### config.mk
export PLATFORM = sky130hd
export DESIGN_NAME = e2u_fifo
export DESIGN_NICKNAME = d
export VERILOG_FILES = /design/src/sv/e2u_pkg.sv /design/src/sv/e2u_fifo.sv
export SDC_FILE = /design/constraint.sdc
export NUM_CORES = 1
export LEC_CHECK = 0
export BUFFER_PORTS_ARGS = -buffer_cell sky130_fd_sc_hd__buf_2
export CORE_MARGIN = 10
export CORE_UTILIZATION = 55
export CTS_CLUSTER_DIAMETER = 100
export CTS_CLUSTER_SIZE = 40
export DETAILED_ROUTE_END_ITERATION = 8
export GPL_TIMING_DRIVEN = 0
export PLACE_DENSITY = 0.77
export SYNTH_ARGS = -nofsm -noshare
export SYNTH_HDL_FRONTEND = slang
export SYNTH_SLANG_ARGS = --single-unit
### constraint.sdc
create_clock -name i_clk -period 2.22 [get_ports i_clk]
set_clock_uncertainty 0.05 [all_clocks]
set_input_delay 0 -clock i_clk [delete_from_list [all_inputs] [get_ports i_clk]]
set_output_delay 0 -clock i_clk [all_outputs]
set_load 0.05 [all_outputs]
### src/sv/e2u_pkg.sv
`timescale 1ns / 1ps
// ----------------------------------------------------------------------------
// e2u_pkg
// Shared types, codes and constants of the EUC-JP to UTF-8 decoder.
// ----------------------------------------------------------------------------
package e2u_pkg;

    // Request codes on the input side
    localparam logic [1:0] REQ_LOAD = 2'd0;
    localparam logic [1:0] REQ_DATA = 2'd1;
    localparam logic [1:0] REQ_END  = 2'd2;

    // Result status codes
    localparam logic [1:0] ST_OK      = 2'd0;
    localparam logic [1:0] ST_NOMAP   = 2'd1;
    localparam logic [1:0] ST_PARTIAL = 2'd2;

    // Command kinds between front and back
    localparam logic [1:0] CMD_LOAD    = 2'd0;
    localparam logic [1:0] CMD_CONV    = 2'd1;
    localparam logic [1:0] CMD_PARTIAL = 2'd2;

    // Code sets
    localparam logic [1:0] SET_NONE = 2'd0;
    localparam logic [1:0] SET_1    = 2'd1;
    localparam logic [1:0] SET_KANA = 2'd2;
    localparam logic [1:0] SET_3    = 2'd3;

    // Byte and code constants
    localparam logic [7:0]  SS2_BYTE      = 8'h8E;
    localparam logic [7:0]  SS3_BYTE      = 8'h8F;
    localparam logic [7:0]  ASCII_MAX     = 8'h7E;
    localparam logic [15:0] SET3_OFFSET   = 16'h8080;
    localparam logic [15:0] CTRL_MAX      = 16'h0020;
    localparam logic [15:0] UNMAPPED      = 16'hFFFD;
    localparam logic [7:0]  UDC_ROW_MIN   = 8'hF5;
    localparam logic [7:0]  UDC_ROW_MAX   = 8'hFE;
    localparam logic [7:0]  UDC_CELL_MIN  = 8'hA1;
    localparam logic [7:0]  UDC_CELL_MAX  = 8'hFE;
    localparam logic [15:0] UDC_BASE      = 16'hE000;
    localparam logic [6:0]  UDC_ROW_LEN   = 7'd94;
    localparam logic [15:0] UDC_SET3_BIAS = 16'd940;
    localparam logic [15:0] UTF8_3B_MIN   = 16'h0800;
    localparam logic [15:0] UTF8_2B_MIN   = 16'h0080;
    localparam logic [15:0] NEWLINE       = 16'h000A;

    // Defaults
    localparam int TABLE_ADDR_BITS_DEF = 16;
    localparam int QUEUE_DEPTH_DEF     = 4;

    typedef struct packed {
        logic [1:0]  kind;
        logic [1:0]  set;
        logic        has_key;
        logic [15:0] key;
        logic [15:0] raw;
        logic [15:0] value;
    } t_cmd;

    typedef struct packed {
        logic [7:0]  out_byte;
        logic        last_of_run;
        logic [1:0]  status;
        logic [31:0] line_count;
        logic [31:0] chars_in_line;
    } t_res;

endpackage

### src/sv/e2u_fifo.sv
`timescale 1ns / 1ps
// ----------------------------------------------------------------------------
// e2u_fifo
// Small register queue with push/full and pop/empty sides.
// ----------------------------------------------------------------------------
module e2u_fifo import e2u_pkg::*; #(
    parameter int WIDTH = 8,
    parameter int DEPTH = QUEUE_DEPTH_DEF
) (
    input  logic             i_clk,
    input  logic             i_rst_n,
    input  logic             i_push,
    input  logic [WIDTH-1:0] i_wdata,
    output logic             o_full,
    input  logic             i_pop,
    output logic [WIDTH-1:0] o_rdata,
    output logic             o_empty
);

    localparam int AW = (DEPTH > 1) ? $clog2(DEPTH) : 1;
    localparam int CW = $clog2(DEPTH + 1);

    logic [WIDTH-1:0] r_mem [DEPTH];
    logic [AW-1:0]    r_wr_ptr;
    logic [AW-1:0]    r_rd_ptr;
    logic [CW-1:0]    r_count;
    logic             do_push;
    logic             do_pop;

    assign o_full  = (r_count == CW'(DEPTH));
    assign o_empty = (r_count == '0);
    assign do_push = i_push && !o_full;
    assign do_pop  = i_pop && !o_empty;
    assign o_rdata = r_mem[r_rd_ptr];

    always_ff @(posedge i_clk) begin
        if (do_push) begin
            r_mem[r_wr_ptr] <= i_wdata;
        end
    end

    always_ff @(posedge i_clk) begin
        if (!i_rst_n) begin
            r_wr_ptr <= '0;
            r_rd_ptr <= '0;
            r_count  <= '0;
        end else begin
            if (do_push) begin
                r_wr_ptr <= (r_wr_ptr == AW'(DEPTH - 1)) ? '0 : r_wr_ptr + 1'b1;
            end
            if (do_pop) begin
                r_rd_ptr <= (r_rd_ptr == AW'(DEPTH - 1)) ? '0 : r_rd_ptr + 1'b1;
            end
            case ({do_push, do_pop})
                2'b10:   r_count <= r_count + 1'b1;
                2'b01:   r_count <= r_count - 1'b1;
                default: r_count <= r_count;
            endcase
        end
    end

endmodule

==> impl_metrics.env <==
export IMPL_status="finished, final reports clean"
export IMPL_grt_max_degree=13
export IMPL_grt_pass1_wl_mm=4.64
export IMPL_ys_seq_area_share_pct=69.4
export IMPL_cts_clk_slew_worst_paths_ns=0.11
export IMPL_power_density_nw_per_um2=1150
export IMPL_cp_end_kind="register"
export IMPL_io_pins=22
export IMPL_synth_area_um2=1640
export IMPL_numCtsBuffers=5
export IMPL_routed_wl_mm=2.77
export IMPL_yosysUniqueCellTypes=22
export IMPL_dp_hpwl_mm=1.99
export IMPL_synth_top_family_by_area="multiplexers"
export IMPL_irDropWorstVdd_uv=747
export IMPL_diodes=0
export IMPL_die_area_um2=5580
export IMPL_synth_area_per_cell_um2=16.8
export IMPL_first_pass_iters=4
export IMPL_drive_gt1_share_pct=34.6
export IMPL_hold_path_class="in -> reg"
export IMPL_finalWorstPathRequiredPeriod_ns=2.06
export IMPL_fmax_ghz=0.486
export IMPL_coreArea_um2=2810
export IMPL_drv_slew=0
export IMPL_seqCellArea_um2=1150
export IMPL_portBuffers=21
export IMPL_crit_type="reg -> reg"
export IMPL_synth_most_common_cell="edfxtp_1"
export IMPL_htree_num_levels=2
export IMPL_first_global_vias=947
export IMPL_finalCritPeriodShare_pct=92.7
export IMPL_netlist_instances=98
export IMPL_worstPathMaxFanout=7
export IMPL_clk_latency_ns=0.34
export IMPL_synth_top_area_cell="edfxtp_1"
export IMPL_synth_mux_area_share_pct=12.2
export IMPL_synth_edf_count=32
export IMPL_synth_top_flop_cell="edfxtp_1"
export IMPL_routedWlPerCell_um=16.6
export IMPL_final_hold_viol_count=0
export IMPL_multi_input_area_um2=488
export IMPL_rsz0062_at_grt="no"
export IMPL_cp_arrival_ns=2.28
export IMPL_design_area_um2=2000
export IMPL_ys_top_cells_by_count="edfxtp_1, dfxtp_1, mux4_2"
export IMPL_ant_nets=0
export IMPL_synth_top_area_share_pct=58.4
export IMPL_cts_root_buf="clkbuf_4"
export IMPL_leakage_nw=0.729
export IMPL_cts_path_max_buffers=2
export IMPL_syn_num_nets=117
export IMPL_yosys_area_share_xor_xnor_pct=1.07
export IMPL_synth_compound_area_share_pct=2.13
export IMPL_drv_cap=0
export IMPL_overflow=0
export IMPL_cp_required_ns=2.44
export IMPL_tns_ns=0
export IMPL_track_usage_pct=11.2
export IMPL_place_congestion=0.646
export IMPL_worst_slack_ns=0.163
export IMPL_rows=19
export IMPL_ys_warn_count=0
export IMPL_fill_cells=177
export IMPL_start_kind="register"
export IMPL_tightest_slew_ns=0.481
export IMPL_postPlaceCellArea_um2=1820
export IMPL_finalSetupViolations=0
export IMPL_synth_adder_area_share_pct=5.78
export IMPL_die_x_um=74.7
export IMPL_ys_async_sr_fraction_pct=0
export IMPL_cts_tree="yes"
export IMPL_final_nets=154
export IMPL_dp_slack_ns=0.111
export IMPL_synth_simple_area_share_pct=6.77
export IMPL_drt_iter0_drc=80
export IMPL_num_vias=896
export IMPL_die_h_um=74.7
export IMPL_area_delta_synth_final_pct=21.4
export IMPL_slew_headroom_pct=68.0
export IMPL_antenna_found_initial=0
export IMPL_synth_seq_cells=41
export IMPL_vias_per_cell=5.37
export IMPL_initial_core_util_pct=58.6
export IMPL_drc=0
export IMPL_synth_area_leaders="edfxtp_1, dfxtp_1, mux4_2"
export IMPL_clkSinkCount=41
-- path summary, 6_finish.rpt --
path | from | endpoint | slack [ns] | depth (start not counted)
worst max-delay path | r_count[1] | r_count[2] | 0.16 | 9
worst min register to register | r_wr_ptr[1] | r_wr_ptr[1] | 0.47 | 2
worst max register to register | r_count[1] | r_count[2] | 0.16 | 9
worst min-delay path | i_pop | r_rd_ptr[0] | 0.01 | 3
-- layer usage --
layer	GRT usage (%)	up-vias	wire length, um
li1	-	436	-
met1	12.7	433	1130
met2	18.3	23	1420
met3	4.34	4	177
met4	5.46	0	42
met5	0	-	0
-- through the flow --
stage	std cells	util [%]	hold slack, ns	total power [mW]
3_3_place_gp	150	64.8	0.161	1.81
4_1_cts	167	70.7	0.0484	2.31
6_report	167	71.1	0.0134	2.30
3_5_place_dp	150	64.8	0.172	1.84
5_1_grt	167	71.1	0.0352	2.43
2_1_floorplan	98	-	0.0489	1.66
-- report_power, final --
group,internal [mW],switching (mW)
clock network,0.235,0.224
logic,0.296,0.538
registers,0.947,0.0607
-- critical path, stage by stage (launching register included) --
cell and delay [ns]:
dfxtp_4 0.38, nor3b_4 0.23, nor2b_2 0.11, inv_2 0.07, ha_4 0.13, inv_2 0.04
fa_2 0.35, xor2_1 0.16, or3_1 0.32, a21boi_1 0.14
-- cells by family after synthesis --
kind of cell             after synthesis
flip-flops                            41
AND/OR/NAND/NOR                       21
buffers and inverters                 11
multiplexers                          10
adder cells (fa/ha/maj)                7
AO/OA/AOI/OAI                          6
XOR/XNOR                               2
-- registers in the layout (all words and copies together) (netlist names), named ones only --
name and flops:
r_mem 32, r_rd_ptr 2, r_wr_ptr 2, r_count 3
-- repair_timing --
action	CTS	global route
hold endpoints to repair	34	0
resized for setup	0	5
setup buffers	0	1
hold buffers	9	0
endpoints found under the setup margin	0	2
-- placed cells by master (no fill, tap or decap), types with 2 or more instances in the layout --
| cell type | Yosys | routed |
|---|---|---|
| dfxtp_1 | 9 | 6 |
| nor2_1 | 2 | 2 |
| buf_2 | 2 | 22 |
| dfxtp_4 | 0 | 3 |
| dlygate4sd3_1 | 0 | 9 |
| o21ai_0 | 4 | 4 |
| mux4_2 | 8 | 8 |
| nand3_1 | 2 | 2 |
| inv_1 | 7 | 5 |
| and2_1 | 6 | 6 |
| ha_1 | 6 | 5 |
| edfxtp_1 | 32 | 32 |
| inv_2 | 0 | 2 |
| nand2_1 | 7 | 7 |
| clkbuf_4 | 0 | 5 |
| clkbuf_1 | 2 | 3 |
| mux2i_1 | 2 | 2 |
-- layout make-up --
class,count,share of cell area [%]
flip-flops and latches,41,57.7
inverters,7,1.32
repair buffers,31,10.2
clock inverters,2,1.69
well taps,31,1.94
clock buffers,6,2.07
plain buffers,3,0.627
multi-input cells,46,24.5
No activity file was read; power rests on OpenSTA's default activity.
