$ cat config.mk
export PLATFORM = sky130hd
export DESIGN_NAME = e2u_front
export DESIGN_NICKNAME = d
export VERILOG_FILES = /design/src/sv/e2u_pkg.sv /design/src/sv/e2u_front.sv
export SDC_FILE = /design/constraint.sdc
export NUM_CORES = 1
export LEC_CHECK = 0
export ABC_AREA = 1
export BUFFER_PORTS_ARGS = -buffer_cell sky130_fd_sc_hd__buf_4
export CORE_ASPECT_RATIO = 2
export CORE_MARGIN = 2
export CORE_UTILIZATION = 43
export DETAILED_ROUTE_END_ITERATION = 16
export PLACE_DENSITY_LB_ADDON = 0.08
export RECOVER_POWER = 25
export SYNTH_ARGS = -nofsm -noshare
export SYNTH_HDL_FRONTEND = slang
export SYNTH_SLANG_ARGS = --single-unit
export TNS_END_PERCENT = 50
$ cat constraint.sdc
create_clock -name i_clk -period 1.5 [get_ports i_clk]
set_input_delay 0.15 -clock i_clk [delete_from_list [all_inputs] [get_ports i_clk]]
set_output_delay 0.15 -clock i_clk [all_outputs]
set_load 0.02 [all_outputs]
$ cat src/sv/e2u_pkg.sv
`timescale 1ns / 1ps
// ----------------------------------------------------------------------------
// e2u_pkg
// Shared types, codes and constants of the EUC-JP to UTF-8 decoder.
// ----------------------------------------------------------------------------
package e2u_pkg;

    // Request codes on the input side
    localparam logic [1:0] REQ_LOAD = 2'd0;
    localparam logic [1:0] REQ_DATA = 2'd1;
    localparam logic [1:0] REQ_END  = 2'd2;

    // Result status codes
    localparam logic [1:0] ST_OK      = 2'd0;
    localparam logic [1:0] ST_NOMAP   = 2'd1;
    localparam logic [1:0] ST_PARTIAL = 2'd2;

    // Command kinds between front and back
    localparam logic [1:0] CMD_LOAD    = 2'd0;
    localparam logic [1:0] CMD_CONV    = 2'd1;
    localparam logic [1:0] CMD_PARTIAL = 2'd2;

    // Code sets
    localparam logic [1:0] SET_NONE = 2'd0;
    localparam logic [1:0] SET_1    = 2'd1;
    localparam logic [1:0] SET_KANA = 2'd2;
    localparam logic [1:0] SET_3    = 2'd3;

    // Byte and code constants
    localparam logic [7:0]  SS2_BYTE      = 8'h8E;
    localparam logic [7:0]  SS3_BYTE      = 8'h8F;
    localparam logic [7:0]  ASCII_MAX     = 8'h7E;
    localparam logic [15:0] SET3_OFFSET   = 16'h8080;
    localparam logic [15:0] CTRL_MAX      = 16'h0020;
    localparam logic [15:0] UNMAPPED      = 16'hFFFD;
    localparam logic [7:0]  UDC_ROW_MIN   = 8'hF5;
    localparam logic [7:0]  UDC_ROW_MAX   = 8'hFE;
    localparam logic [7:0]  UDC_CELL_MIN  = 8'hA1;
    localparam logic [7:0]  UDC_CELL_MAX  = 8'hFE;
    localparam logic [15:0] UDC_BASE      = 16'hE000;
    localparam logic [6:0]  UDC_ROW_LEN   = 7'd94;
    localparam logic [15:0] UDC_SET3_BIAS = 16'd940;
    localparam logic [15:0] UTF8_3B_MIN   = 16'h0800;
    localparam logic [15:0] UTF8_2B_MIN   = 16'h0080;
    localparam logic [15:0] NEWLINE       = 16'h000A;

    // Defaults
    localparam int TABLE_ADDR_BITS_DEF = 16;
    localparam int QUEUE_DEPTH_DEF     = 4;

    typedef struct packed {
        logic [1:0]  kind;
        logic [1:0]  set;
        logic        has_key;
        logic [15:0] key;
        logic [15:0] raw;
        logic [15:0] value;
    } t_cmd;

    typedef struct packed {
        logic [7:0]  out_byte;
        logic        last_of_run;
        logic [1:0]  status;
        logic [31:0] line_count;
        logic [31:0] chars_in_line;
    } t_res;

endpackage

$ cat src/sv/e2u_front.sv
`timescale 1ns / 1ps
// ----------------------------------------------------------------------------
// e2u_front
// Accepts input items, gathers multi-byte EUC-JP characters and issues
// load, convert and partial-character commands to the back end.
// ----------------------------------------------------------------------------
module e2u_front import e2u_pkg::*; (
    input  logic        i_clk,
    input  logic        i_rst_n,
    input  logic        i_push,
    input  logic [1:0]  i_req_type,
    input  logic [7:0]  i_data_byte,
    input  logic [15:0] i_table_index,
    input  logic [15:0] i_table_value,
    input  logic        i_cmd_full,
    output logic        o_full,
    output t_cmd        o_cmd,
    output logic        o_cmd_push
);

    logic [1:0]  r_set;
    logic        r_need_two;
    logic [7:0]  r_lead;
    logic [1:0]  n_set;
    logic        n_need_two;
    logic [7:0]  n_lead;
    logic        accept;
    logic        want;
    logic [15:0] raw3;

    assign accept = i_push && !i_cmd_full;
    assign o_full = i_cmd_full;
    assign raw3   = {r_lead, i_data_byte};

    always_comb begin
        n_set      = r_set;
        n_need_two = r_need_two;
        n_lead     = r_lead;
        want       = 1'b0;
        o_cmd      = '0;
        case (i_req_type)
            REQ_LOAD: begin
                want        = 1'b1;
                o_cmd.kind  = CMD_LOAD;
                o_cmd.key   = i_table_index;
                o_cmd.value = i_table_value;
            end
            REQ_END: begin
                o_cmd.kind = CMD_PARTIAL;
                if (r_set != SET_NONE) begin
                    want       = 1'b1;
                    n_set      = SET_NONE;
                    n_need_two = 1'b0;
                    n_lead     = '0;
                end
            end
            REQ_DATA: begin
                o_cmd.kind    = CMD_CONV;
                o_cmd.has_key = 1'b1;
                if (r_set == SET_NONE) begin
                    if (i_data_byte > ASCII_MAX) begin
                        // lead byte: open a character, nothing to emit yet
                        if (i_data_byte == SS2_BYTE) begin
                            n_set  = SET_KANA;
                            n_lead = '0;
                        end else if (i_data_byte == SS3_BYTE) begin
                            n_set      = SET_3;
                            n_need_two = 1'b1;
                            n_lead     = '0;
                        end else begin
                            n_set  = SET_1;
                            n_lead = i_data_byte;
                        end
                    end else begin
                        want      = 1'b1;
                        o_cmd.set = SET_NONE;
                        o_cmd.key = {8'h00, i_data_byte};
                        o_cmd.raw = {8'h00, i_data_byte};
                    end
                end else if (r_set == SET_3 && r_need_two) begin
                    n_lead     = i_data_byte;
                    n_need_two = 1'b0;
                end else begin
                    want       = 1'b1;
                    n_set      = SET_NONE;
                    n_need_two = 1'b0;
                    n_lead     = '0;
                    o_cmd.set  = r_set;
                    case (r_set)
                        SET_KANA: begin
                            o_cmd.key = {8'h00, i_data_byte};
                            o_cmd.raw = {8'h00, i_data_byte};
                        end
                        SET_3: begin
                            o_cmd.raw = raw3;
                            // raw codes below the set 3 offset miss the table
                            if (raw3 >= SET3_OFFSET) begin
                                o_cmd.key = raw3 - SET3_OFFSET;
                            end else begin
                                o_cmd.has_key = 1'b0;
                            end
                        end
                        default: begin
                            o_cmd.key = {r_lead, i_data_byte};
                            o_cmd.raw = {r_lead, i_data_byte};
                        end
                    endcase
                end
            end
            default: begin
                want = 1'b0;
            end
        endcase
    end

    assign o_cmd_push = accept && want;

    always_ff @(posedge i_clk) begin
        if (!i_rst_n) begin
            r_set      <= SET_NONE;
            r_need_two <= 1'b0;
            r_lead     <= '0;
        end else if (accept) begin
            r_set      <= n_set;
            r_need_two <= n_need_two;
            r_lead     <= n_lead;
        end
    end

endmodule

==> flow_summary_export.csv <==
group,metric,value,unit
status,status,"finished with violations",
status,violations,"setup timing",
worst_setup_path,setup.worst_path.class,"register to output port",
die,fp.dieH,89.70,um
worst_setup_path,arrival,1.65,ns
drt,avgRoutedWirePerCell,14.55,um
timing,tightest_slew,0.4569,ns
grt,grt_pass1_wl,10.31,mm
clocking,clk_pin_slew_worst_paths,0.05,ns
logic_synthesis,seq_area_frac_synth,13.95,%
worst_setup_path,critPathMaxFanout,4,
drt,drt-initial-drc-count,142,
pwr,ir_worst_vdd,0.0006936,V
timing,slew_viol_final,0,
worst_setup_path,max_stage_delay,0.33,ns
timing,rsz0062_at_grt,"yes",
logic_synthesis,syn_nets,360,
place,routabilityCongestion,0.9878,
place,place_hpwl,5.147,mm
drt,routed_wl,7.161,mm
pwr,power_density,452.5,nW/um2
logic_synthesis,synthCells,312,
timing,finalSetupViolCount,33,
die,dieArea,4202,um2
clocking,numCtsBuffers,3,
worst_setup_path,r2r_slack,-0.07,ns
final_layout,drive_above_1_share,45.82,%
die,coreArea,3568,um2
drt,dr.pass1.iters,5,
min_path,hp-class,"input port to register",
timing,hold_ws,0.1962,ns
grt,grt_pass1_vias,2438,
worst_setup_path,rr_endpoint,"r_lead[5]",
pwr,p_leak,1.609,nW
flow_run,maxCapViolations,0,
worst_setup_path,cp_cell_sequence,"inv_4 > buf_6 > ha_4 > nand4_1 > xor2_1 > nor2_1 > nand2_1 > nand2_1 > buf_6",
place,io_buffer_count,100,
die,pin_count,101,
drt,vias,2539,
grt,grt_usage,32.16,%
final_layout,finish.net_count,492,
clocking,clkLatencyLatePin,0.24,ns
grt,antenna_found_initial,0,
clocking,clk_path_buf_depth,2,
worst_setup_path,r2r-start,"r_set[1]",
worst_setup_path,cp-start-kind,"register",
worst_setup_path,worst_ep_required_time,1.35,ns
logic_synthesis,netlist_area,1579,um2
logic_synthesis,ys_warn_count,0,
timing,fin_crit,1.802,ns
drt,vias_per_cell,5.161,
clocking,cts.sinks,11,
grt,overflow,0,
final_layout,n_antenna_cell,0,
timing,worst_slack,-0.3021,ns
timing,skew,0.003834,ns
drt,ant_nets,0,
logic_synthesis,ys_types,25,
timing,finalSetupTns,-4.937,ns
final_layout,synthToLayoutAreaGrowth,86.29,%
timing,max_clock_freq,0.5549,GHz
timing,hold_viol_final,0,
timing,fin_crit_sh,120.1,%
clocking,clock-root-buffer,"clkbuf_8",
worst_setup_path,r2r_cells,9,
worst_setup_path,slowest_stage,"dfxtp_2",
die,start_util,44.25,%
clocking,htree_levels,1,
worst_setup_path,endpoint_kind,"output port",
logic_synthesis,avgSynthCellArea,5.061,um2
die,die_w,46.85,um
die,fp-row-count,31,
logic_synthesis,yosys_register_bits,11,
drt,drc_errors,0,
timing,relSlewSlack,69.51,%
worst_setup_path,crit_start,"r_lead[0]",
grt,grt_max_degree,17,
worst_setup_path,endpoint,"o_cmd[45]",
clocking,cts_tree,"built",
==> area by class of cell <==
cell class	count	area, um2
multi-input combinational	240	1313
timing repair buffer	135	1071
fill	267	626.9
sequential	11	242.7
inverter	53	209.0
tap	49	61.31
clock buffer	4	45.04
==> cells by family (layout without fill, tap and decap cells) <==
logic type                 count (synthesis)  count (layout)  share of synthesized area [%]
and+or+nand+nor                          221             221                          61.17
DFF                                       11              11                          13.95
buffers and inverters                     61             192                          16.09
AOI/OAI and AO/OA                         12              12                          4.438
adders and majority gates                  2               2                          1.585
xor gates and xnor gates                   5               5                          2.773
==> registers in the layout, indices dropped and copies added (netlist names) <==
signal      flops
r_lead          8
r_need_two      1
r_set           2
==> where the power goes <==
group | internal, W | switching (W) | leakage [nW] | total, W
logic | 0.000313 | 0.000395 | 1.49 | 0.000708
registers | 0.000302 | 0.0000219 | 0.0946 | 0.000324
clock network | 0.000187 | 0.000112 | 0.0228 | 0.000299
==> layout by cell type, fill, tap and decap left out, types with 2 or more instances in the layout <==
| cell | count |
|---|---|
| nand2_2 | 16 |
| nand2_4 | 6 |
| nand3b_1 | 2 |
| a21oi_1 | 3 |
| inv_2 | 7 |
| nand4_1 | 3 |
| buf_6 | 17 |
| nand2_1 | 81 |
| ha_4 | 2 |
| dfxtp_2 | 3 |
| nand3_1 | 21 |
| nor2_2 | 4 |
| clkbuf_8 | 3 |
| inv_4 | 4 |
| nand3_2 | 8 |
| inv_1 | 42 |
| nor2_1 | 62 |
| nor2_4 | 8 |
| dfxtp_1 | 3 |
| o21ai_1 | 2 |
| buf_4 | 112 |
| o21ai_0 | 4 |
| nor3_1 | 5 |
| dfxtp_4 | 5 |
| nand3_4 | 2 |
| xor2_1 | 5 |
| clkbuf_1 | 6 |
| nor3_4 | 2 |
==> per-layer routing <==
metal | routed length [um] | GRT usage (%) | part of all wire (%) | vias up
li1 | - | - | - | 1206
met2 | 4051 | 59.25 | 57 | 166
met4 | 439 | 19.91 | 6.1 | 0
met5 | 0 | 0 | 0 | -
met1 | 2252 | 28.78 | 31 | 1135
met3 | 419 | 4.819 | 5.9 | 32
==> worst min path at each step <==
stage	slack (ns)	start	cells after the start	end
2_1_floorplan	0.28	i_rst_n	2	r_lead[4]
3_3_place_gp	0.45	i_rst_n	3	r_lead[1]
3_5_place_dp	0.45	i_rst_n	3	r_set[1]
4_1_cts	0.20	i_rst_n	3	r_set[1]
5_1_grt	0.21	i_rst_n	3	r_lead[0]
6_report	0.20	i_rst_n	3	r_set[1]
==> cell usage after synthesis, drive strengths merged <==
cell type    n  area share, %
ha           2            1.6
nand2      103             26
inv         53             13
nand3       31             11
dfxtp       11             14
o211ai       1           0.48
nor3         8            2.9
nand3b       2           0.95
xor2         5            2.8
clkbuf       2           0.48
nand4        3            1.2
o21ai        7            2.7
nor2        74             18
a21oi        4            1.3
buf          6            3.0
==> what timing repair did <==
| item | 4_1_cts | 5_1_grt |
|---|---|---|
| setup endpoints to repair | 35 | 40 |
| gates resized for setup | 46 | 45 |
| pin swaps | 13 | 11 |
| gates cloned | 0 | 0 |
| hold buffers | 0 | 0 |
| setup buffers | 0 | 4 |
==> metrics by stage <==
stage	util, %	power (W)	instances	worst slack (ns)	cell area (um2)
CTS	77.63	0.001279	488	-0.2001	2770
floorplan	-	0.0006496	312	0.01260	1585
finish	82.43	0.001331	492	-0.3021	2942
global route	82.43	0.001397	492	-0.3684	2942
global placement	72.16	0.0009370	484	-0.03639	2575
detailed placement	72.16	0.0009451	484	-0.05813	2575
==> critical path, delay by kind of cell (launching register included) <==
kind | cells | cell delay, ns
XOR/XNOR | 1 | 0.18
adder cells (fa/ha/maj) | 1 | 0.16
buffers and inverters | 3 | 0.33
flip-flops | 1 | 0.33
AND/OR/NAND/NOR | 4 | 0.43
(Power assumes the default switching activity.)
